<file path="src/rtl/lpg_pkg.sv">
package lpg_pkg;

  // Field widths of the item payloads.
  localparam int COORD_BITS = 12;
  localparam int COLOR_BITS = 16;
  localparam int ADDR_BITS  = 32;

  // Configuration register widths.
  localparam int WIDTH_BITS     = 12;
  localparam int PAN_BITS       = 11;
  localparam int BPP_BITS       = 4;
  localparam int PITCH_BITS     = 15;
  localparam int CFG_DATA_BITS  = 15;
  localparam int CFG_INDEX_BITS = 3;

  // Error term holds values between minus and plus twice the major delta.
  localparam int ERR_BITS = COORD_BITS + 3;
  // Width of a non-negative coordinate plus its pan offset.
  localparam int SUM_BITS = ((COORD_BITS - 1 > PAN_BITS) ? COORD_BITS - 1 : PAN_BITS) + 1;
  // Width used to compare a non-negative coordinate with a screen size.
  localparam int CMP_BITS = (COORD_BITS - 1 > WIDTH_BITS) ? COORD_BITS - 1 : WIDTH_BITS;
  localparam int AX_BITS  = SUM_BITS + BPP_BITS;
  localparam int AY_BITS  = SUM_BITS + PITCH_BITS;

  // Register indexes.
  localparam logic [CFG_INDEX_BITS-1:0] REG_SCREEN_WIDTH    = 3'd0;
  localparam logic [CFG_INDEX_BITS-1:0] REG_SCREEN_HEIGHT   = 3'd1;
  localparam logic [CFG_INDEX_BITS-1:0] REG_PAN_X           = 3'd2;
  localparam logic [CFG_INDEX_BITS-1:0] REG_PAN_Y           = 3'd3;
  localparam logic [CFG_INDEX_BITS-1:0] REG_BYTES_PER_PIXEL = 3'd4;
  localparam logic [CFG_INDEX_BITS-1:0] REG_ROW_PITCH       = 3'd5;

  // Register values after reset.
  localparam logic [WIDTH_BITS-1:0] RST_SCREEN_WIDTH    = 12'd640;
  localparam logic [WIDTH_BITS-1:0] RST_SCREEN_HEIGHT   = 12'd480;
  localparam logic [PAN_BITS-1:0]   RST_PAN_X           = 11'd0;
  localparam logic [PAN_BITS-1:0]   RST_PAN_Y           = 11'd0;
  localparam logic [BPP_BITS-1:0]   RST_BYTES_PER_PIXEL = 4'd2;
  localparam logic [PITCH_BITS-1:0] RST_ROW_PITCH       = 15'd1280;

  // Item modes.
  localparam logic MODE_LOAD = 1'b0;
  localparam logic MODE_TICK = 1'b1;

  typedef struct packed {
    logic                         mode;
    logic signed [COORD_BITS-1:0] x_start;
    logic signed [COORD_BITS-1:0] y_start;
    logic signed [COORD_BITS-1:0] x_end;
    logic signed [COORD_BITS-1:0] y_end;
    logic [COLOR_BITS-1:0]        pixel_color;
    logic [ADDR_BITS-1:0]         buffer_base;
  } lpg_in_t;

  typedef struct packed {
    logic signed [COORD_BITS-1:0] pixel_x;
    logic signed [COORD_BITS-1:0] pixel_y;
    logic [ADDR_BITS-1:0]         write_address;
    logic [COLOR_BITS-1:0]        write_color;
    logic                         visible;
    logic                         last_pixel;
  } lpg_out_t;

endpackage

</file>
<file path="src/rtl/line_pixel_generator_top.sv">
// Channel   Direction  Handshake            Payload
// in_       input      in_valid / in_stall  lpg_pkg::lpg_in_t (load or tick item)
// out_      output     out_valid/out_stall  lpg_pkg::lpg_out_t (one pixel item)
// cfg_      input      cfg_we               cfg_index selects, cfg_data is written
//
// One item is accepted per cycle while the output is free or being taken.
// A tick taken at a clock edge places its pixel, address included, in the
// output register at that edge, so the pixel is offered from the next cycle.
// Loads produce no pixel, nor do ticks that find no line in progress.
// Reset is synchronous and active low; it clears the walker and the output
// valid and returns the configuration registers to their defaults.
// While a pixel waits with out_stall high, in_stall is high and no item is taken.
module line_pixel_generator_top (
  input  logic                                clk,
  input  logic                                rst_n,
  input  logic                                in_valid,
  output logic                                in_stall,
  input  lpg_pkg::lpg_in_t                    in_data,
  output logic                                out_valid,
  input  logic                                out_stall,
  output lpg_pkg::lpg_out_t                   out_data,
  input  logic                                cfg_we,
  input  logic [lpg_pkg::CFG_INDEX_BITS-1:0]  cfg_index,
  input  logic [lpg_pkg::CFG_DATA_BITS-1:0]   cfg_data
);

  localparam int CB = lpg_pkg::COORD_BITS;
  localparam int EB = lpg_pkg::ERR_BITS;

  // Configuration registers.
  logic [lpg_pkg::WIDTH_BITS-1:0] scr_w_r;
  logic [lpg_pkg::WIDTH_BITS-1:0] scr_h_r;
  logic [lpg_pkg::PAN_BITS-1:0]   pan_x_r;
  logic [lpg_pkg::PAN_BITS-1:0]   pan_y_r;
  logic [lpg_pkg::BPP_BITS-1:0]   bpp_r;
  logic [lpg_pkg::PITCH_BITS-1:0] pitch_r;

  // A write with an index beyond the register list is simply dropped.
  always_ff @(posedge clk) begin
    if (!rst_n) begin
      scr_w_r <= lpg_pkg::RST_SCREEN_WIDTH;
      scr_h_r <= lpg_pkg::RST_SCREEN_HEIGHT;
      pan_x_r <= lpg_pkg::RST_PAN_X;
      pan_y_r <= lpg_pkg::RST_PAN_Y;
      bpp_r   <= lpg_pkg::RST_BYTES_PER_PIXEL;
      pitch_r <= lpg_pkg::RST_ROW_PITCH;
    end else if (cfg_we) begin
      unique case (cfg_index)
        lpg_pkg::REG_SCREEN_WIDTH:    scr_w_r <= cfg_data[lpg_pkg::WIDTH_BITS-1:0];
        lpg_pkg::REG_SCREEN_HEIGHT:   scr_h_r <= cfg_data[lpg_pkg::WIDTH_BITS-1:0];
        lpg_pkg::REG_PAN_X:           pan_x_r <= cfg_data[lpg_pkg::PAN_BITS-1:0];
        lpg_pkg::REG_PAN_Y:           pan_y_r <= cfg_data[lpg_pkg::PAN_BITS-1:0];
        lpg_pkg::REG_BYTES_PER_PIXEL: bpp_r   <= cfg_data[lpg_pkg::BPP_BITS-1:0];
        lpg_pkg::REG_ROW_PITCH:       pitch_r <= cfg_data[lpg_pkg::PITCH_BITS-1:0];
        default: ;
      endcase
    end
  end

  // Handshake: the output register may load when it is empty or its pixel is
  // taken in the same cycle, and every input item waits for that.
  logic out_valid_r;
  logic out_ready;
  logic in_acc;
  logic load_acc;
  logic tick_acc;

  assign out_ready = !out_valid_r || !out_stall;
  assign in_stall  = !out_ready;
  assign in_acc    = in_valid && !in_stall;
  assign load_acc  = in_acc && (in_data.mode == lpg_pkg::MODE_LOAD);

  // Walker state.
  logic                 busy_r;
  logic signed [CB-1:0] cur_x_r;
  logic signed [CB-1:0] cur_y_r;
  logic signed [EB-1:0] err_r;
  logic [CB-1:0]        maj_r;
  logic [CB-1:0]        min_r;
  logic signed [1:0]    step_x_r;
  logic signed [1:0]    step_y_r;
  logic                 steep_r;
  logic [CB-1:0]        steps_left_r;
  logic [lpg_pkg::COLOR_BITS-1:0] color_r;
  logic [lpg_pkg::ADDR_BITS-1:0]  base_r;

  // A tick while no line is in progress is accepted and produces nothing.
  assign tick_acc = in_acc && (in_data.mode == lpg_pkg::MODE_TICK) && busy_r;

  // Line set-up from the end points of a load item.
  logic signed [CB:0]   dx;
  logic signed [CB:0]   dy;
  logic [CB-1:0]        adx;
  logic [CB-1:0]        ady;
  logic                 ld_steep;
  logic [CB-1:0]        ld_maj;
  logic [CB-1:0]        ld_min;
  logic signed [EB-1:0] ld_err;
  logic signed [1:0]    ld_step_x;
  logic signed [1:0]    ld_step_y;

  always_comb begin
    dx = {in_data.x_end[CB-1], in_data.x_end} - {in_data.x_start[CB-1], in_data.x_start};
    dy = {in_data.y_end[CB-1], in_data.y_end} - {in_data.y_start[CB-1], in_data.y_start};
    adx = dx[CB] ? CB'(-dx) : dx[CB-1:0];
    ady = dy[CB] ? CB'(-dy) : dy[CB-1:0];
    ld_step_x = dx[CB] ? 2'sb11 : ((dx == '0) ? 2'sb00 : 2'sb01);
    ld_step_y = dy[CB] ? 2'sb11 : ((dy == '0) ? 2'sb00 : 2'sb01);
    ld_steep = ady > adx;
    ld_maj = ld_steep ? ady : adx;
    ld_min = ld_steep ? adx : ady;
    ld_err = EB'({ld_min, 1'b0}) - EB'(ld_maj);
  end

  // One Bresenham step from the present state.
  logic                 err_ge0;
  logic                 last;
  logic                 move_x;
  logic                 move_y;
  logic signed [CB-1:0] step_x_ext;
  logic signed [CB-1:0] step_y_ext;
  logic signed [EB-1:0] err_nxt;
  logic signed [CB-1:0] cur_x_nxt;
  logic signed [CB-1:0] cur_y_nxt;

  always_comb begin
    err_ge0 = !err_r[EB-1];
    last = steps_left_r == '0;
    // The major axis moves every step, the minor one when the error allows.
    move_x = !steep_r || err_ge0;
    move_y = steep_r || err_ge0;
    step_x_ext = {{(CB-2){step_x_r[1]}}, step_x_r};
    step_y_ext = {{(CB-2){step_y_r[1]}}, step_y_r};
    err_nxt = err_r - (err_ge0 ? EB'({maj_r, 1'b0}) : EB'(0)) + EB'({min_r, 1'b0});
    cur_x_nxt = cur_x_r + (move_x ? step_x_ext : CB'(0));
    cur_y_nxt = cur_y_r + (move_y ? step_y_ext : CB'(0));
  end

  always_ff @(posedge clk) begin
    if (!rst_n) begin
      busy_r <= 1'b0;
    end else if (load_acc) begin
      busy_r <= 1'b1;
    end else if (tick_acc && last) begin
      busy_r <= 1'b0;
    end
  end

  always_ff @(posedge clk) begin
    if (load_acc) begin
      cur_x_r      <= in_data.x_start;
      cur_y_r      <= in_data.y_start;
      err_r        <= ld_err;
      maj_r        <= ld_maj;
      min_r        <= ld_min;
      step_x_r     <= ld_step_x;
      step_y_r     <= ld_step_y;
      steep_r      <= ld_steep;
      steps_left_r <= ld_maj;
      color_r      <= in_data.pixel_color;
      base_r       <= in_data.buffer_base;
    end else if (tick_acc && !last) begin
      cur_x_r      <= cur_x_nxt;
      cur_y_r      <= cur_y_nxt;
      err_r        <= err_nxt;
      steps_left_r <= steps_left_r - CB'(1);
    end
  end

  // Clipping test and byte address of the pixel being emitted. Only a pixel
  // with non-negative coordinates reaches the address, so the sign bit is
  // dropped before the pan offset is added.
  logic                          vis;
  logic [lpg_pkg::SUM_BITS-1:0]  xsum;
  logic [lpg_pkg::SUM_BITS-1:0]  ysum;
  logic [lpg_pkg::AX_BITS-1:0]   ax;
  logic [lpg_pkg::AY_BITS-1:0]   ay;
  logic [lpg_pkg::ADDR_BITS-1:0] addr;

  always_comb begin
    vis = !cur_x_r[CB-1] && !cur_y_r[CB-1] &&
          (lpg_pkg::CMP_BITS'(cur_x_r[CB-2:0]) < lpg_pkg::CMP_BITS'(scr_w_r)) &&
          (lpg_pkg::CMP_BITS'(cur_y_r[CB-2:0]) < lpg_pkg::CMP_BITS'(scr_h_r));
    xsum = lpg_pkg::SUM_BITS'(cur_x_r[CB-2:0]) + lpg_pkg::SUM_BITS'(pan_x_r);
    ysum = lpg_pkg::SUM_BITS'(cur_y_r[CB-2:0]) + lpg_pkg::SUM_BITS'(pan_y_r);
    ax = lpg_pkg::AX_BITS'(xsum) * lpg_pkg::AX_BITS'(bpp_r);
    ay = lpg_pkg::AY_BITS'(ysum) * lpg_pkg::AY_BITS'(pitch_r);
    // A clipped pixel carries address zero; the sum wraps at the address width.
    addr = vis ? (base_r + lpg_pkg::ADDR_BITS'(ax) + lpg_pkg::ADDR_BITS'(ay)) :
                 lpg_pkg::ADDR_BITS'(0);
  end

  // Output register: the pixel of the tick just taken.
  lpg_pkg::lpg_out_t out_data_r;

  always_ff @(posedge clk) begin
    if (!rst_n) begin
      out_valid_r <= 1'b0;
    end else if (out_ready) begin
      out_valid_r <= tick_acc;
    end
  end

  always_ff @(posedge clk) begin
    if (tick_acc) begin
      out_data_r.pixel_x       <= cur_x_r;
      out_data_r.pixel_y       <= cur_y_r;
      out_data_r.write_address <= addr;
      out_data_r.write_color   <= color_r;
      out_data_r.visible       <= vis;
      out_data_r.last_pixel    <= last;
    end
  end

  assign out_valid = out_valid_r;
  assign out_data  = out_data_r;

  // A load leaves the walker busy with its step count equal to the major delta.
  a_load_arms: assert property (@(posedge clk) disable iff (!rst_n)
    load_acc |=> busy_r && (steps_left_r == maj_r))
    else $error("walker not armed after a load");

  // Emitting the end point finishes the line.
  a_last_ends: assert property (@(posedge clk) disable iff (!rst_n)
    (tick_acc && last) |=> !busy_r)
    else $error("walker still busy after the end point");

  // A clipped pixel never carries an address.
  a_clip_addr: assert property (@(posedge clk) disable iff (!rst_n)
    (out_valid && !out_data.visible) |-> (out_data.write_address == '0))
    else $error("clipped pixel with a non-zero address");

  // The input is held back only while a pixel waits at the output.
  a_stall_full: assert property (@(posedge clk) disable iff (!rst_n)
    in_stall |-> (out_valid_r && out_stall))
    else $error("input stalled with a free output");

endmodule
</file>
<file path="config.mk">
export PLATFORM = sky130hd
export DESIGN_NAME = line_pixel_generator_top
export DESIGN_NICKNAME = d
export VERILOG_FILES = /design/src/rtl/lpg_pkg.sv /design/src/rtl/line_pixel_generator_top.sv
export SDC_FILE = /design/constraint.sdc
export NUM_CORES = 1
export LEC_CHECK = 0
export BUFFER_PORTS_ARGS = -buffer_cell sky130_fd_sc_hd__buf_2
export CELL_PAD_IN_SITES_DETAIL_PLACEMENT = 1
export CELL_PAD_IN_SITES_GLOBAL_PLACEMENT = 1
export CORE_UTILIZATION = 48
export CTS_CLUSTER_DIAMETER = 80
export DETAILED_ROUTE_END_ITERATION = 7
export PLACE_DENSITY_LB_ADDON = 0.15
export SLEW_MARGIN = 10
export SYNTH_ARGS = -nofsm -noshare
export SYNTH_HDL_FRONTEND = slang
export SYNTH_SLANG_ARGS = --single-unit
</file>
<file path="constraint.sdc">
create_clock -name clk -period 9.86 [get_ports clk]
set_input_delay 0.986 -clock clk [delete_from_list [all_inputs] [get_ports clk]]
set_output_delay 0.986 -clock clk [all_outputs]
set_load 0.02 [all_outputs]
</file>
# After elaboration in Yosys (flattened, before gate mapping)
# Index checks and enable logic that the tools add are counted.
# totals
n_memories	0
elab_cells	101
register_bits	269
out_inout_bits	76
inputBits	120
latchBits	0
romBits	0
ramBits	0
# classes
bitwise	1
mul	2
muxes	19
eq_ne	5
shifts	0
add_sub_neg	14
div_mod_pow	0
order_cmp	3
reduce_logical	32
# op_table
cell	count
$mux W12	12
$add A32 B16 Y32	1
$add A32 B27 Y32	1
$mux W15	2
$mul A12 B15 Y27	1
$logic_not A13 Y1	2
$sub A12 B12 Y13	2
$add A11 B11 Y12	2
$add A12 B12 Y12	2
$lt A11 B12 Y1	2
$neg A12 Y12	2
$mul A12 B4 Y16	1
$add A15 B13 Y15	1
$sub A15 B13 Y15	1
$sub A13 B12 Y14	1
$mux W13	1
$gt A12 B12 Y1	1
$logic_not A12 Y1	1
$reduce_and A2 Y1	6
$sub A12 B1 Y12 const B	1
$logic_and A1 B1 Y1	9
$logic_not A1 Y1	8
$eq A3 B2 Y1 const B	2
$eq A3 B3 Y1 const B	2
6 further kinds	12

# Longest topological paths before layout
# Gate-level depths: netlist of the first run.
# logic_depth
word_depth	8
ltp_mapped	35

# Worst setup path after synthesis of the first run
# OpenSTA, ideal clock, no wires.
# synth_path
path_kind	register to register
from	register cur_y_r[0]
to	register out_data_r, in the netlist out_data[49], data pin
synth_period_minus_slack_ps	7854
path_stages_with_launch	33
path_buffers	1
setup_time_ps	259
path_slack_ps	2006
arrival_ps	7594
cell_sequence	edfxtp_1 > ha_1 > inv_1 > fa_1 > nor2b_1 > o21ai_0 > a21boi_0 > o21ai_0 > a21boi_0 > o21a_1 > o21a_1 > nor2_1 > clkbuf_1 > nand2_1 > fa_1 > inv_1 > fa_1 > fa_1 > fa_1 > fa_1 > inv_1 > fa_1 > inv_1 > ha_1 > a21o_1 > a21o_1 > a21o_1 > a21oi_1 > nor4_1 > o41ai_1 > o21ai_0 > a31oi_1 > nor3b_1
# synth_between
elab_chain_len	3
elab_cells_between_ends	5
classes_between	add/sub: 2; mul: 1; order compare: 1; reduce/logical: 1
# synth_lines
item	line	text
from (decl)	line_pixel_generator_top.sv:76	logic signed [CB-1:0] cur_y_r;
from (signal assigned)	line_pixel_generator_top.sv:152	cur_y_r <= in_data.y_start;
from (signal assigned)	line_pixel_generator_top.sv:164	cur_y_r <= cur_y_nxt;
$add A11 B11 Y12	line_pixel_generator_top.sv:185	ysum = lpg_pkg::SUM_BITS'(cur_y_r[CB-2:0]) + lpg_pkg::SUM_BITS'(pan_y_r);
$mul A12 B15 Y27	line_pixel_generator_top.sv:187	ay = lpg_pkg::AY_BITS'(ysum) * lpg_pkg::AY_BITS'(pitch_r);
$add A32 B27 Y32	line_pixel_generator_top.sv:189	addr = vis ? (base_r + lpg_pkg::ADDR_BITS'(ax) + lpg_pkg::ADDR_BITS'(ay)) :
to (decl)	line_pixel_generator_top.sv:194	lpg_pkg::lpg_out_t out_data_r;
# Parallel ways exist; a longest one is shown, timed or not.
# A chain may end at the register's enable or synchronous reset.

# Final worst setup path of the first run
# layout_path
from	register cur_y_r[0]
to	register out_data_r, in the netlist out_data[46], data pin
# The elaborated chain is that of the path after synthesis.

==> metrics.txt, run 1 <==
Worst Setup Start Kind register; Final Max Slew Viols 0; GRT Residual Overflow 0; cell mode on critical path fa_1; share of the synthesized area in the top cell type 24.9%; WL per Instance 19.6 um; EDFF count, synth 201; standard-cell row count 82; Die Ht 227 um; Hold Path Origin color_r[2]; Pleak ~0.013 uW; initial drt markers roughly 850; # setup viols final 0; Internal 4130 uW; CP Max Fanout 15; postcts setup bufs 0; Clk pwr share 17.7%; top cells by area, synth edfxtp_1 (25%), fa_1 (18%), ha_1 (12%); Longest Clk Path Bufs 3; status complete, no violations; Synth top cells by count inv_1 (470), nand2_1 (318), ha_1 (230); Post-Syn Area 24,300 um^2; Starting Density approximately half; Ant. Diodes 0; I/O pin cnt 196; post-route ant nets 0; clock sink total 268; Reg power frac 20.2%; crit path kind register to register; slowest cell on the critical path a211oi_1; top achievable clock speed around 0.12 GHz; final worst-path setup slack between 1 and 1.5 ns; CTS H-Tree Depth 2; Hold Buf Count CTS 0; Net Sw Power roughly 3400 uW; Final Critical Period 8.66 ns; vias in the first global route 20,319; RSZ-0062 raised after global routing false; FILL cells 5,756; area grow syn2layout 12.0%; Worst Hold Class register to register; Relative slew margins roughly a fifth; CP startpoint cur_y_r[0]; clock-pin slew on the worst setup and hold paths roughly 0.060 ns; FFs w/ async S/R, synth 0%; die area 51,500 um^2; core area 50,100 um^2; crit-path max cell delay a little under 0.6 ns; Synth area leader edfxtp_1; most numerous cell in the Yosys netlist inv_1; Synth cell types 78; Residual DRC 0; Avg Cell Area, Syn 9.47 um^2; max-cap viol count 0; port buffer count 195; vias per inst roughly 5.4; Routed WL 67.3 mm; Gate power share between 60 and 70%; Clock Skews 0.0226 ns; R2R Path Start cur_y_r[0]; pre-CTS WS 1.25 ns; Critical Path RT 10.13 ns; Total Nets Final 3,310; first-pass GRT wire length 107 mm; worst-margin pin slew 1.20 ns; flops & latches, synth 268; pwr dens between 200 and 300 nW/um^2; total track usage 26.8%; Mapped Cells 2,563; Net Sw Frac 45.4%; ys flop type edfxtp_1; Die W around 230 um; Final Hold Fails 0; fin crit share between 80% and 90%; CTS buffer count 36; layout cell share with drive strength beyond 1 10.8%; worst-skew pair later-pin latency around 0.56 ns; final HPWL from detailed placement 53.2 mm; initial antenna violation count 0; largest net degree at the start of global routing 68; Root Driver clkbuf_16; Post-CTS Resized 0; 1st-pass router iterations 7; CP Capture Type register; Yosys warning total 0; GPL Wtd Cong 0.920; sequential element share of the synthesized area a little under a third; Post-Syn Nets ~3,100; worst vdd ir 0.187 mV; CTS tree built; Worst Path Arrival 8.93 ns; final setup TNS 0 ns; via count 18,411
-- final timing paths --
kind,end,slack (ns),depth (start not counted)
hold reg to reg,out_data[4],0.42,0
setup reg to reg,out_data[46],1.20,32
hold / removal,out_data[4],0.42,0
setup / recovery,out_data[46],1.20,32
-- power groups by stage --
stage	clock, uW	combinational (uW)	sequential [uW]
after floorplan	0	3460	1510
after global routing	1410	5260	1540
final	1340	4700	1530
after global placement	0	4470	1550
after CTS	1370	4710	1530
after detailed placement	0	4660	1560
-- layout by cell type, fill, tap and decap left out, types with 58 or more instances in the layout --
master	count
inv_1	470
nand2_1	318
ha_1	230
fa_1	223
edfxtp_1	201
buf_2	195
nor2_1	126
a21oi_1	108
and2_1	105
o21ai_0	81
dfxtp_1	67
a21boi_0	63
xnor2_1	58
-- routing by layer --
| layer | routed length [um] | up-vias | global-route usage, % | share of wire [%] |
|---|---|---|---|---|
| met5 | 0 | - | 0 | 0 |
| met2 | 34700 | 386 | 49.1 | 52 |
| met3 | 2430 | 118 | 3.28 | 3.6 |
| met1 | 27900 | 9198 | 31.9 | 42 |
| met4 | 2170 | 0 | 9.74 | 3.2 |
| li1 | - | 8709 | - | - |
-- layout make-up --
class	count	area [um^2]	share of cell area [%]
Tap cell	672	841	3.09
Clock buffer	51	1080	3.98
Inverter	472	1770	6.53
Sequential cell	268	7380	27.1
Multi-Input combinational cell	1749	14900	54.7
Timing Repair Buffer	210	1090	4.00
Clock inverter	15	148	0.543
-- stage by stage --
| step | hold slack (ns) | power, uW | cell area [um^2] | instances | utilization [%] |
|---|---|---|---|---|---|
| 4_1_cts | 0.419 | 7620 | 27200 | 3437 | 54.3 |
| 2_1_floorplan | 0.400 | 4970 | 24300 | 2563 | - |
| 3_3_place_gp | 0.400 | 6010 | 26000 | 3371 | 51.8 |
| 5_1_grt | 0.425 | 8210 | 27200 | 3437 | 54.3 |
| 6_report | 0.416 | 7570 | 27200 | 3437 | 54.3 |
| 3_5_place_dp | 0.405 | 6220 | 26000 | 3371 | 51.8 |
-- critical path: cells and delay by family (launching register included) --
family / cells / cell delay [ns]
DFF: 1 / 0.43
AOI/OAI and AO/OA: 13 / 3.13
adders and majority gates: 9 / 3.78
buffers and inverters: 5 / 0.47
and+or+nand+nor: 5 / 0.53
-- cells by family (layout without fill, tap and decap cells) --
kind of cell / after synthesis / after routing / synth area share [%]
AOI/OAI and AO/OA: 418 / 418 / 11.3
and+or+nand+nor: 747 / 747 / 14.7
muxes: 21 / 21 / 0.943
DFF: 268 / 268 / 30.4
adders and majority gates: 453 / 453 / 30.3
xor gates and xnor gates: 110 / 110 / 4.00
buffers and inverters: 546 / 748 / 8.45
-- flip-flops by register name (all words and copies together) (netlist names), 14 cells and up --
signal,cells
base_r,32
color_r,16
err_r,14
out_data,74
pitch_r,15
No activity file was read; power rests on OpenSTA's default activity.
==> run 2: changes to the inputs <==
--- a/config.mk
+++ b/config.mk
@@ -6,9 +6,9 @@
 export NUM_CORES = 1
 export LEC_CHECK = 0
 export BUFFER_PORTS_ARGS = -buffer_cell sky130_fd_sc_hd__buf_2
-export CELL_PAD_IN_SITES_DETAIL_PLACEMENT = 1
-export CELL_PAD_IN_SITES_GLOBAL_PLACEMENT = 1
-export CORE_UTILIZATION = 48
+export CELL_PAD_IN_SITES_DETAIL_PLACEMENT = 0
+export CELL_PAD_IN_SITES_GLOBAL_PLACEMENT = 2
+export CORE_UTILIZATION = 40
 export CTS_CLUSTER_DIAMETER = 80
 export DETAILED_ROUTE_END_ITERATION = 7
 export PLACE_DENSITY_LB_ADDON = 0.15
==> run 2 against run 1 <==
Clock power fell by 4%; non-clock buffer count shrank 1; sequential power barely moved; first-iteration DRC count fell by 21%; critical path type unchanged.
==> metrics.txt, run 2 (synthesized netlist as in run 1, its figures left out) <==
r2r worst-path depth 31 (was 32); Post-CTS Resized 0 (unchanged); R2R Path Start cur_y_r[0] (unchanged); Final Critical Period 8.69 ns (was 8.66 ns); Routed WL 62.9 mm (was 67.3 mm); Ant. Diodes 0 (unchanged); Total Nets Final 3,309 (was 3,310); final setup TNS 0 ns (unchanged); most frequent cells in the layout inv_1 (470), nand2_1 (318), ha_1 (230) (unchanged); layout cell share with drive strength beyond 1 10.5% (was 10.8%); first-pass GRT wire length 100 mm (was 107 mm); vias in the first global route 18,422 (was 20,319); vias per inst 4.98 (was 5.36); crit-path max cell delay 0.56 ns (was 0.58 ns); Hold Buf Count CTS 0 (unchanged); clock-pin slew on the worst setup and hold paths 0.06 ns (about the same); Relative slew margins 19.0% (was 20.1%); RSZ-0062 raised after global routing false (unchanged); Finished Core Util 45.8% (was 54.3%); # setup viols final 0 (unchanged); clock sink total 268 (unchanged); port buffer count 195 (unchanged); WL per Instance 17.8 um (was 19.6 um); GPL Wtd Cong 0.853 (was 0.920); initial drt markers 667 (was 846); hold depth 0 (unchanged); largest net degree at the start of global routing 74 (was 68); standard-cell row count 89 (was 82); Clock Skews 0.0285 ns (was 0.0226 ns); slowest cell on the critical path fa_1 (was a211oi_1); flop2flop setup slack 1.17 ns (was 1.20 ns); worst reg2reg path endpoint out_data[49] (was out_data[46]); pwr dens 269 nW/um^2 (was 279 nW/um^2); cell mode on critical path fa_1 (unchanged); CTS buffer count 36 (unchanged); most common cell after layout, fill and taps aside inv_1 (unchanged); Longest Clk Path Bufs 3 (unchanged); post-route ant nets 0 (unchanged); Starting Density 40.8% (was 48.5%); CTS tree built (unchanged); max-cap viol count 0 (unchanged); CP Max Fanout 6 (was 15); via count 17,630 (was 18,411); CTS H-Tree Depth 2 (unchanged); total track usage 21.0% (was 26.8%); Design Power 7340 uW (was 7570 uW); Critical Path RT 10.14 ns (was 10.13 ns); CP Capture Type register (unchanged); Hold Path Origin color_r[11] (was color_r[2]); status complete, no violations (unchanged); crit path kind register to register (unchanged); worst-margin pin slew 1.21 ns (was 1.20 ns); Final Max Slew Viols 0 (unchanged); final worst-path setup slack 1.17 ns (was 1.20 ns); area grow syn2layout 12.3% (was 12.0%); worst-skew pair later-pin latency 0.56 ns (about the same); GRT Residual Overflow 0 (unchanged); top achievable clock speed 0.115 GHz (about the same); Final Hold Fails 0 (unchanged); WHS Endpoint out_data[13] (was out_data[4]); Worst Path Arrival 8.96 ns (was 8.93 ns); I/O pin cnt 196 (unchanged); fin crit share 88.1% (was 87.8%); max reg flops 74 (unchanged); Residual DRC 0 (unchanged); pre-CTS WS 1.18 ns (was 1.25 ns); Root Driver clkbuf_16 (unchanged); final HPWL from detailed placement 49.7 mm (was 53.2 mm); initial antenna violation count 0 (unchanged); FILL cells 5,843 (was 5,756); worst vdd ir 0.171 mV (was 0.187 mV); Worst Hold Class register to register (unchanged); postcts setup bufs 0 (unchanged); core area 59,500 um^2 (was 50,100 um^2); Worst Setup Start Kind register (unchanged); Top Family by Delay on Critical Path adder cells (unchanged); 1st-pass router iterations 5 (was 7); Die W 248 um (was 227 um); Pleak 0.0125 uW (was 0.0126 uW); Buf+Inv Stages, Crit Path 4 (was 5); die area 61,700 um^2 (was 51,500 um^2); Die Ht 248 um (was 227 um)
-- run 2: routing by layer --
metal  vias to the layer above  track usage, %  wire length [um]
li1                       8711               -                 -
met1                      8530            26.6             28200
met2                       305            37.1             30900
met3                        84            2.25              1920
met4                         0            6.85              1890
met5                         -               0                 0
-- run 2: worst max path at each step --
stage | startpoint | to | slack [ns] | cells past startpoint
after floorplan | cur_y_r[0] | out_data[49] | 2.01 | 32
after global placement | cur_y_r[0] | out_data[49] | 1.23 | 31
after detailed placement | cur_y_r[0] | out_data[49] | 1.18 | 31
after CTS | cur_y_r[0] | out_data[49] | 1.12 | 31
after global routing | cur_y_r[0] | out_data[49] | 0.69 | 31
final | cur_y_r[0] | out_data[49] | 1.17 | 31
-- run 2: layout make-up --
type,count,area (um^2),share of cell area (%)
repair buffers,209,1080,3.97
well taps,773,967,3.55
flip-flops and latches,268,7380,27.1
clock buffers,48,1010,3.70
multi-input cells,1749,14900,54.6
inverters,472,1770,6.51
clock inverters,18,160,0.588
-- run 2: where the power goes --
part / switching (uW) / leakage [uW] / internal [uW]
combinational: 2660 / 0.00959 / 1860
clock: 532 / 0.000561 / 753
sequential: 88.4 / 0.00237 / 1440
total: 3280 / 0.0125 / 4050
-- run 2: metrics by stage --
stage | hold slack, ns | instance area [um^2] | instances
floorplan | 0.400 | 24300 | 2563
global placement | 0.400 | 26100 | 3471
detailed placement | 0.405 | 26100 | 3471
CTS | 0.418 | 27200 | 3537
global route | 0.423 | 27200 | 3537
finish | 0.419 | 27200 | 3537
==> run 3: changes to the inputs <==
--- a/config.mk
+++ b/config.mk
@@ -5,10 +5,11 @@
 export SDC_FILE = /design/constraint.sdc
 export NUM_CORES = 1
 export LEC_CHECK = 0
+export ABC_AREA = 1
 export BUFFER_PORTS_ARGS = -buffer_cell sky130_fd_sc_hd__buf_2
 export CELL_PAD_IN_SITES_DETAIL_PLACEMENT = 0
 export CELL_PAD_IN_SITES_GLOBAL_PLACEMENT = 2
-export CORE_UTILIZATION = 40
+export CORE_UTILIZATION = 38
 export CTS_CLUSTER_DIAMETER = 80
 export DETAILED_ROUTE_END_ITERATION = 7
 export PLACE_DENSITY_LB_ADDON = 0.15
==> constraint.sdc (replaced) <==
create_clock -name clk -period 9.86 [get_ports clk]
set_input_delay 1.972 -clock clk [delete_from_list [all_inputs] [get_ports clk]]
set_output_delay 1.972 -clock clk [all_outputs]
set_load 0.02 [all_outputs]
==> run 3 against run 2 <==
Sequential cell count stayed put; synthesized area increased by 1.0%; global-route usage grew 0.59 points; worst setup slack improved by 0.76 ns; combinational power increased by 17%; non-clock buffer count fell by 2; sequential share of layout area down 0.47 points; clock-buffer cell count is 5 lower.
==> metrics.txt, run 3 <==
Post-Syn Nets 3,505 (was 3,136); Post-Syn Area 24,500 um^2 (was 24,300 um^2); Starting Density 38.7% (was 40.8%); max-cap viol count 0 (unchanged); RSZ-0062 raised after global routing false (unchanged); area grow syn2layout 13.1% (was 12.3%); EDFF count, synth 201 (unchanged); vias in the first global route 20,385 (was 18,422); worst-skew pair later-pin latency 0.55 ns (was 0.56 ns); top cells by area, synth edfxtp_1 (25%), fa_1 (18%), ha_1 (12%) (unchanged); initial drt markers 982 (was 667); Net Sw Frac 48.4% (was 44.7%); worst vdd ir 0.174 mV (was 0.171 mV); cell mode on critical path nand2_1 (was fa_1); Final Max Slew Viols 0 (unchanged); ys flop type edfxtp_1 (unchanged); crit-path max cell delay 0.59 ns (was 0.56 ns); Mapped Cells 2,932 (was 2,563); Final Hold Fails 0 (unchanged); Root Driver clkbuf_16 (unchanged); pre-CTS WS 1.90 ns (was 1.18 ns); CP Capture Type register (unchanged); largest net degree at the start of global routing 67 (was 74); Longest Clk Path Bufs 3 (unchanged); GPL Wtd Cong 0.894 (was 0.853); Worst Hold Class register to register (unchanged); Residual DRC 0 (unchanged); via count 19,187 (was 17,630); Worst Setup Start Kind register (unchanged); final setup TNS 0 ns (unchanged); GRT Residual Overflow 0 (unchanged); clock sink total 268 (unchanged); total track usage 21.6% (was 21.0%); sequential element share of the synthesized area 30.1% (was 30.4%); Die W 256 um (was 248 um); Relative slew margins 37.2% (was 19.0%); Die Ht 256 um (was 248 um); share of the synthesized area in the top cell type 24.6% (was 24.9%); most numerous cell in the Yosys netlist inv_1 (unchanged); I/O pin cnt 196 (unchanged); Post-CTS Resized 0 (unchanged); Worst Path Arrival 8.18 ns (was 8.96 ns); top achievable clock speed 0.126 GHz (was 0.115 GHz); most frequent cells in the layout inv_1 (662), nand2_1 (551), nor2_1 (239) (was inv_1 (470), nand2_1 (318), ha_1 (230)); CTS buffer count 37 (was 36); Pleak 0.0139 uW (was 0.0125 uW); CTS H-Tree Depth 2 (unchanged); Synth top cells by count inv_1 (662), nand2_1 (551), nor2_1 (241) (was inv_1 (470), nand2_1 (318), ha_1 (230)); Net Sw Power 3990 uW (was 3280 uW); Clock Skews 0.0145 ns (was 0.0285 ns); Total Nets Final 3,693 (was 3,309); most common cell after layout, fill and taps aside inv_1 (unchanged); Clk pwr share 17.6% (was 17.5%); Min Hold Slack 0.419 ns (about the same); Critical Path RT 10.12 ns (was 10.14 ns); first-pass GRT wire length 111 mm (was 100 mm); die area 65,600 um^2 (was 61,700 um^2); Synth area leader edfxtp_1 (unchanged); post-route ant nets 0 (unchanged); initial antenna violation count 0 (unchanged); flops & latches, synth 268 (unchanged); # setup viols final 0 (unchanged); core area 63,400 um^2 (was 59,500 um^2); max reg flops 74 (unchanged); slowest cell on the critical path fa_1 (unchanged); Internal 4260 uW (was 4050 uW); final worst-path setup slack 1.94 ns (was 1.17 ns); postcts setup bufs 0 (unchanged); Routed WL 69.8 mm (was 62.9 mm); standard-cell row count 92 (was 89); FFs w/ async S/R, synth 0% (unchanged); Final Critical Period 7.92 ns (was 8.69 ns); WL per Instance 17.5 um (was 17.8 um); vias per inst 4.81 (was 4.98); CP Max Fanout 14 (was 6); pwr dens 298 nW/um^2 (was 269 nW/um^2); 1st-pass router iterations 7 (was 5); crit path kind register to register (unchanged); Reg power frac 18.1% (was 20.8%); Gate power share 64.3% (was 61.6%); fin crit share 80.4% (was 88.1%); Hold Buf Count CTS 0 (unchanged); status complete, no violations (unchanged); Avg Cell Area, Syn 8.36 um^2 (was 9.47 um^2); final HPWL from detailed placement 56.5 mm (was 49.7 mm); CTS tree built (unchanged); Ant. Diodes 0 (unchanged); worst-margin pin slew 0.942 ns (was 1.21 ns); layout cell share with drive strength beyond 1 10.9% (was 10.5%); Synth cell types 52 (was 78); port buffer count 195 (unchanged); clock-pin slew on the worst setup and hold paths 0.06 ns (about the same); Yosys warning total 0 (unchanged)
==> run 3: kinds of logic (layout without fill, tap and decap cells) <==
family / count (synthesis) / after routing / share of synthesized area, %
XOR/XNOR: 69 / 69 / 2.56
flip-flops: 268 / 268 / 30.1
adder cells (fa/ha/maj): 453 / 453 / 29.9
AND/OR/NAND/NOR: 977 / 977 / 16.4
AO/OA/AOI/OAI: 424 / 424 / 9.58
buffers and inverters: 741 / 955 / 11.5
==> run 3: power by group through the flow <==
stage | clock [uW] | combinational [uW] | sequential [uW]
after global placement | 0 | 5400 | 1520
after floorplan | 0 | 3940 | 1490
after CTS | 1500 | 5430 | 1500
final | 1450 | 5310 | 1500
after detailed placement | 0 | 5400 | 1520
after global routing | 1530 | 6140 | 1510
==> run 3: critical path: cells and delay by family, from the launching register on <==
family,cells,cell delay (ns)
AO/OA/AOI/OAI,7,1.12
adder cells (fa/ha/maj),8,3.83
XOR/XNOR,1,0.14
flip-flops,1,0.55
AND/OR/NAND/NOR,12,1.13
buffers and inverters,7,0.85
==> run 3: layout make-up <==
cell class | count | area, um^2
fillers | 6445 | 35700
inverters | 683 | 2560
clock inverters | 22 | 299
flip-flops and latches | 268 | 7380
clock buffers | 43 | 1010
repair buffers | 207 | 1070
well taps | 846 | 1060
multi-input cells | 1923 | 14400
==> run 3: path summary, 6_finish.rpt <==
| check | startpoint | endpoint | slack [ns] | depth (start not counted) |
|---|---|---|---|---|
| worst max-delay path | cur_y_r[2] | out_data[49] | 1.94 | 35 |
| worst min register to register | color_r[8] | out_data[10] | 0.42 | 0 |
| worst max register to register | cur_y_r[2] | out_data[49] | 1.94 | 35 |
| worst min-delay path | color_r[8] | out_data[10] | 0.42 | 0 |
==> run 3: through the flow <==
| stage | utilization [%] | cell area (um^2) | cells | total power [uW] |
|---|---|---|---|---|
| floorplan | - | 24500 | 2932 | 5430 |
| global placement | 41.7 | 26400 | 3927 | 6910 |
| detailed placement | 41.7 | 26400 | 3927 | 6920 |
| CTS | 43.7 | 27700 | 3992 | 8420 |
| global route | 43.7 | 27700 | 3992 | 9180 |
| finish | 43.7 | 27700 | 3992 | 8250 |
==> run 3: per-layer routing <==
layer / vias up / part of all wire (%) / routed length [um] / track usage [%]
met4: 0 / 2.8 / 1940 / 6.44
met1: 9191 / 43 / 29700 / 25.5
met5: - / 0 / 0 / 0
li1: 9572 / - / - / -
met3: 103 / 3.0 / 2080 / 2.56
met2: 321 / 52 / 36000 / 40.4
